File: src/rtl/core/seg_pkg.sv
package seg_pkg;

    // Coordinate width and the widths of the exact intermediate terms.
    localparam int CW  = 16;          // coordinate
    localparam int AW  = CW + 1;      // line coefficient a, b
    localparam int PW  = 2 * CW;      // coordinate product
    localparam int CCW = 2 * CW + 1;  // line coefficient c, side terms
    localparam int SW  = 2 * CW + 3;  // side value
    localparam int DW  = 2 * CW + 3;  // determinant and its magnitude
    localparam int NW  = 3 * CW + 3;  // numerator
    localparam int MW  = 3 * CW + 4;  // rounded numerator magnitude
    localparam int QB  = CW + 1;      // quotient bits, one per divider cell

    typedef enum logic [1:0] {
        KIND_NONE     = 2'd0,
        KIND_PARALLEL = 2'd1,
        KIND_FOUND    = 2'd2
    } kind_t;

    // One long division lane: partial remainder, dividend bits still to
    // consume (quotient bits shift in from the bottom), overflow and sign.
    typedef struct packed {
        logic [DW-1:0] rem;
        logic [QB-1:0] bits;
        logic          ovf;
        logic          neg;
    } div_lane_t;

    typedef struct packed {
        div_lane_t     x;
        div_lane_t     y;
        logic [DW-1:0] dm;
        kind_t         kind;
    } div_item_t;

    // One restoring division step: bring down the next dividend bit.
    function automatic div_lane_t div_step(div_lane_t l, logic [DW-1:0] dm);
        logic [DW:0] t;
        logic        q;
        div_lane_t   r;
        t = {l.rem, l.bits[QB-1]};
        q = (t >= {1'b0, dm});
        r = l;
        r.rem  = q ? DW'(t - {1'b0, dm}) : t[DW-1:0];
        r.bits = {l.bits[QB-2:0], q};
        return r;
    endfunction

endpackage

File: src/rtl/core/seg_div_cell.sv
module seg_div_cell (
    input  logic               clk,
    input  logic               rst_n,
    input  logic               en,
    input  logic               in_valid,
    input  seg_pkg::div_item_t in_item,
    output logic               out_valid,
    output seg_pkg::div_item_t out_item
);

    logic               valid_reg;
    seg_pkg::div_item_t item_reg;
    seg_pkg::div_item_t item_next;

    // One quotient bit for each of the two lanes, sharing the divisor.
    always_comb
    begin
        item_next   = in_item;
        item_next.x = seg_pkg::div_step(in_item.x, in_item.dm);
        item_next.y = seg_pkg::div_step(in_item.y, in_item.dm);
    end

    always_ff @(posedge clk)
    begin
        if (en)
            item_reg <= item_next;
    end

    always_ff @(posedge clk or negedge rst_n)
    begin
        if (!rst_n)
            valid_reg <= 1'b0;
        else if (en)
            valid_reg <= in_valid;
    end

    assign out_valid = valid_reg;
    assign out_item  = item_reg;

endmodule

File: config.mk
export PLATFORM = sky130hd
export DESIGN_NAME = seg_div_cell
export DESIGN_NICKNAME = d
export VERILOG_FILES = /design/src/rtl/core/seg_pkg.sv /design/src/rtl/core/seg_div_cell.sv
export SDC_FILE = /design/constraint.sdc
export NUM_CORES = 1
export LEC_CHECK = 0
export BUFFER_PORTS_ARGS = -buffer_cell sky130_fd_sc_hd__clkbuf_2
export CELL_PAD_IN_SITES_DETAIL_PLACEMENT = 1
export CELL_PAD_IN_SITES_GLOBAL_PLACEMENT = 1
export CORE_MARGIN = 2
export CORE_UTILIZATION = 35
export CTS_CLUSTER_SIZE = 14
export DETAILED_ROUTE_END_ITERATION = 8
export GPL_TIMING_DRIVEN = 0
export PLACE_DENSITY_LB_ADDON = 0.1
export RECOVER_POWER = 100
export SYNTH_ARGS = -nofsm -noshare
export SYNTH_HDL_FRONTEND = slang
export SYNTH_SLANG_ARGS = --single-unit
File: constraint.sdc
create_clock -name clk -period 0.9 [get_ports clk]
set_clock_uncertainty 0.15 [all_clocks]
set_input_delay 0.135 -clock clk [delete_from_list [all_inputs] [get_ports clk]]
set_output_delay 0.135 -clock clk [all_outputs]
set_load 0.02 [all_outputs]
==> impl_metrics.ini <==
[outcome]
status = finished with violations
violations = hold timing, setup timing

[worst_setup_path]
startpoint_type = input pin
critPathSlowestCell = or4_4
max_stage_delay_ps = 570
critPathKind = input pin to flop
critPathRequiredTime_ps = 1000
critPathCaptureType = flop
crit_buf_inv = 4
cp_top_family = compound AO/OA/AOI/OAI gates
arrival_ps = 2640
crit_chain = buf_2 -> ha_4 -> nand4_1 -> or4_4 -> o41ai_2 -> o221a_2 -> a2111oi_4 -> buf_6 -> buf_8 -> buf_4 -> o31ai_4
path_max_fanout = 6

[drt]
drc_errors = 0
routed_via_density = 5.38
wire_per_inst_um = 23.2
wl_um = 40500
ant_nets = 0
vias = 9384
initialDrtViolationCount = 485
dr.pass1.iters = 5

[synth]
netlist_area_mm2 = 0.00915
synth_edf_count = 145
yosysTopAreaCell = edfxtp_1
syn_nets = 1118
synth-async-reset-ratio_pct = 0.685
post-synth-top-count-cell = edfxtp_1
synthFlopType = edfxtp_1
synth.top_cells.by_count = 145 x edfxtp_1, 93 x nand2_1, 87 x a21oi_1
synth.distinct_cells = 62
yosysWarnings = 0
ys_top_cells_by_area = edfxtp_1 48%, ha_1 9.6%, a21oi_1 4.8%
synthDominantCellAreaShare_pct = 47.6
ys_ff_latch = 146
yosysSeqAreaShare_pct = 47.9
synthCells = 897
syn_avg_cell_area_um2 = 10.2

[power]
leakage_nw = 6.65
peakVddDrop_mv = 1.08
p_per_area_mw_per_mm2 = 1620

[placement]
place_ws_ps = -2550
hpwl_um = 25100
portBuffers = 294
place.gp.congestion = 0.821
dp.cells = 1527
dpl_cell_area_mm2 = 0.0114

[die]
rows = 59
ios = 295
die_h_um = 166
die_w_um = 166
die_area_mm2 = 0.0275
start_util_pct = 35.4
coreArea_mm2 = 0.0258

[global_routing]
grt_pass1_wl_um = 56800
grt-ovfl-total = 0
grt_use_total_pct = 26.6
grt_max_degree = 65
antenna_found_initial = 1
grt_pass1_vias = 9776

[timing]
setup_viol = 303
period_share_pct = 282
hold_viol = 27
max_slew_margin_pct = 52.5
fmax_ghz = 0.394
rsz0062_at_grt = true
slew_viol_final = 0
period_minus_slack_ps = 2540
final.setup.tns_ps = -172630
worst_slew_pin_slew_ps = 712
hold_slack_ps = -119
worst_slack_ps = -1640

[cts]
h-tree-depth = 4
clkSinkCount = 146
cts_root_buf = clkbuf_16
clk_latency_ps = 440
cts-buffers-inserted = 17
cts_tree = yes
clock_path_buffers = 2
cts.clk_slew.worst_paths_ps = 70

[finish]
stdcell_area_mm2 = 0.0162
instances_no_fill = 1745
fin_nets = 1617
drive_above_1_share_pct = 48.2
fill_cells = 2714
fin_util_pct = 62.8
area_growth_pct = 77.3

[worst_hold_path]
hold_class = input pin to flop

[job]
cap_violations = 0
final timing paths:
kind                       cells past startpoint                  start                 endpoint  slack, ps
min reg2reg                                    1  out_valid$_DFFE_PN0P_    out_valid$_DFFE_PN0P_        390
min in group asynchronous                      3                  rst_n    out_valid$_DFFE_PN0P_        380
max                                           11            in_item[67]   out_item[89]$_DFFE_PP_      -1640
max in group asynchronous                      3                  rst_n    out_valid$_DFFE_PN0P_        110
min                                            2           in_item[136]  out_item[137]$_DFFE_PP_       -120
max reg2reg                                    1  out_valid$_DFFE_PN0P_    out_valid$_DFFE_PN0P_        -30
logic make-up after synthesis:
kind of cell / synth area share (%)
AOI/OAI and AO/OA: 20.5
xor gates and xnor gates: 5.46
adders and majority gates: 10.0
buffers and inverters: 3.87
DFF: 47.9
muxes: 0.246
and+or+nand+nor: 12.1
cells in the final DEF (no fill, tap or decap), types with 8 or more instances in the layout:
cell / instances
ha_4: 37
buf_2: 55
nor2_4: 17
o21bai_1: 13
a21oi_4: 9
o21ai_0: 27
ha_2: 13
dlygate4sd3_1: 117
clkbuf_8: 8
nand4_1: 11
o21ai_2: 32
xnor2_1: 28
nor2_1: 30
nand2_4: 8
inv_2: 12
o21a_1: 10
nand2_2: 9
inv_4: 9
nor3_1: 10
a21o_1: 30
a21oi_1: 58
o21ai_1: 15
edfxtp_1: 145
nand2_1: 76
xor2_1: 25
buf_8: 15
buf_12: 11
buf_6: 108
nand3_1: 11
inv_1: 28
clkbuf_2: 126
a21oi_2: 20
clkbuf_16: 26
buf_4: 54
inv_6: 9
ha_1: 20
report_power, final:
group	switching [mW]	internal, mW
sequential	0.326	8.50
combinational	5.40	4.80
clock	3.52	3.69
layer usage:
metal	vias to the layer above	GRT usage [%]	routed length (um)	part of all wire (%)
li1	4352	-	-	-
met1	4668	33.3	16500	41
met4	0	6.20	862	2.1
met3	47	5.97	2200	5.4
met5	-	0	0	0
met2	317	46.8	20900	52
cell type report:
class                      instances  area, um^2  share of cell area, %
multi-input combinational        661        5930                   36.6
clock buffer                      18         429                   2.65
inverter                          58         308                   1.90
tap                              335         419                   2.58
sequential                       146        4380                   27.0
timing repair buffer             499        4390                   27.1
antenna                            1        2.50                 0.0154
clock inverter                    14         139                  0.856
buffer                            13         219                   1.35
sequential cells by signal, summed over array words and instances, names as in the netlist:
register and cells:
out_item 145, out_valid 1
per-stage QoR:
step	total power [mW]	hold slack (ps)
2_1_floorplan	13.0	-311
3_3_place_gp	15.3	-239
3_5_place_dp	15.4	-232
4_1_cts	24.5	-135
5_1_grt	27.2	-109
6_report	26.2	-119
timing repair:
item                                    in CTS  in global routing
resized for setup                          275                542
hold buffers                               116                  1
setup buffers                               43                 40
endpoints found under the setup margin     303                219
pin swaps                                   56                 77
gates cloned                                 9                  4
hold endpoints to repair                   145                 28
Note: power is estimated with default switching activity, not from simulation.
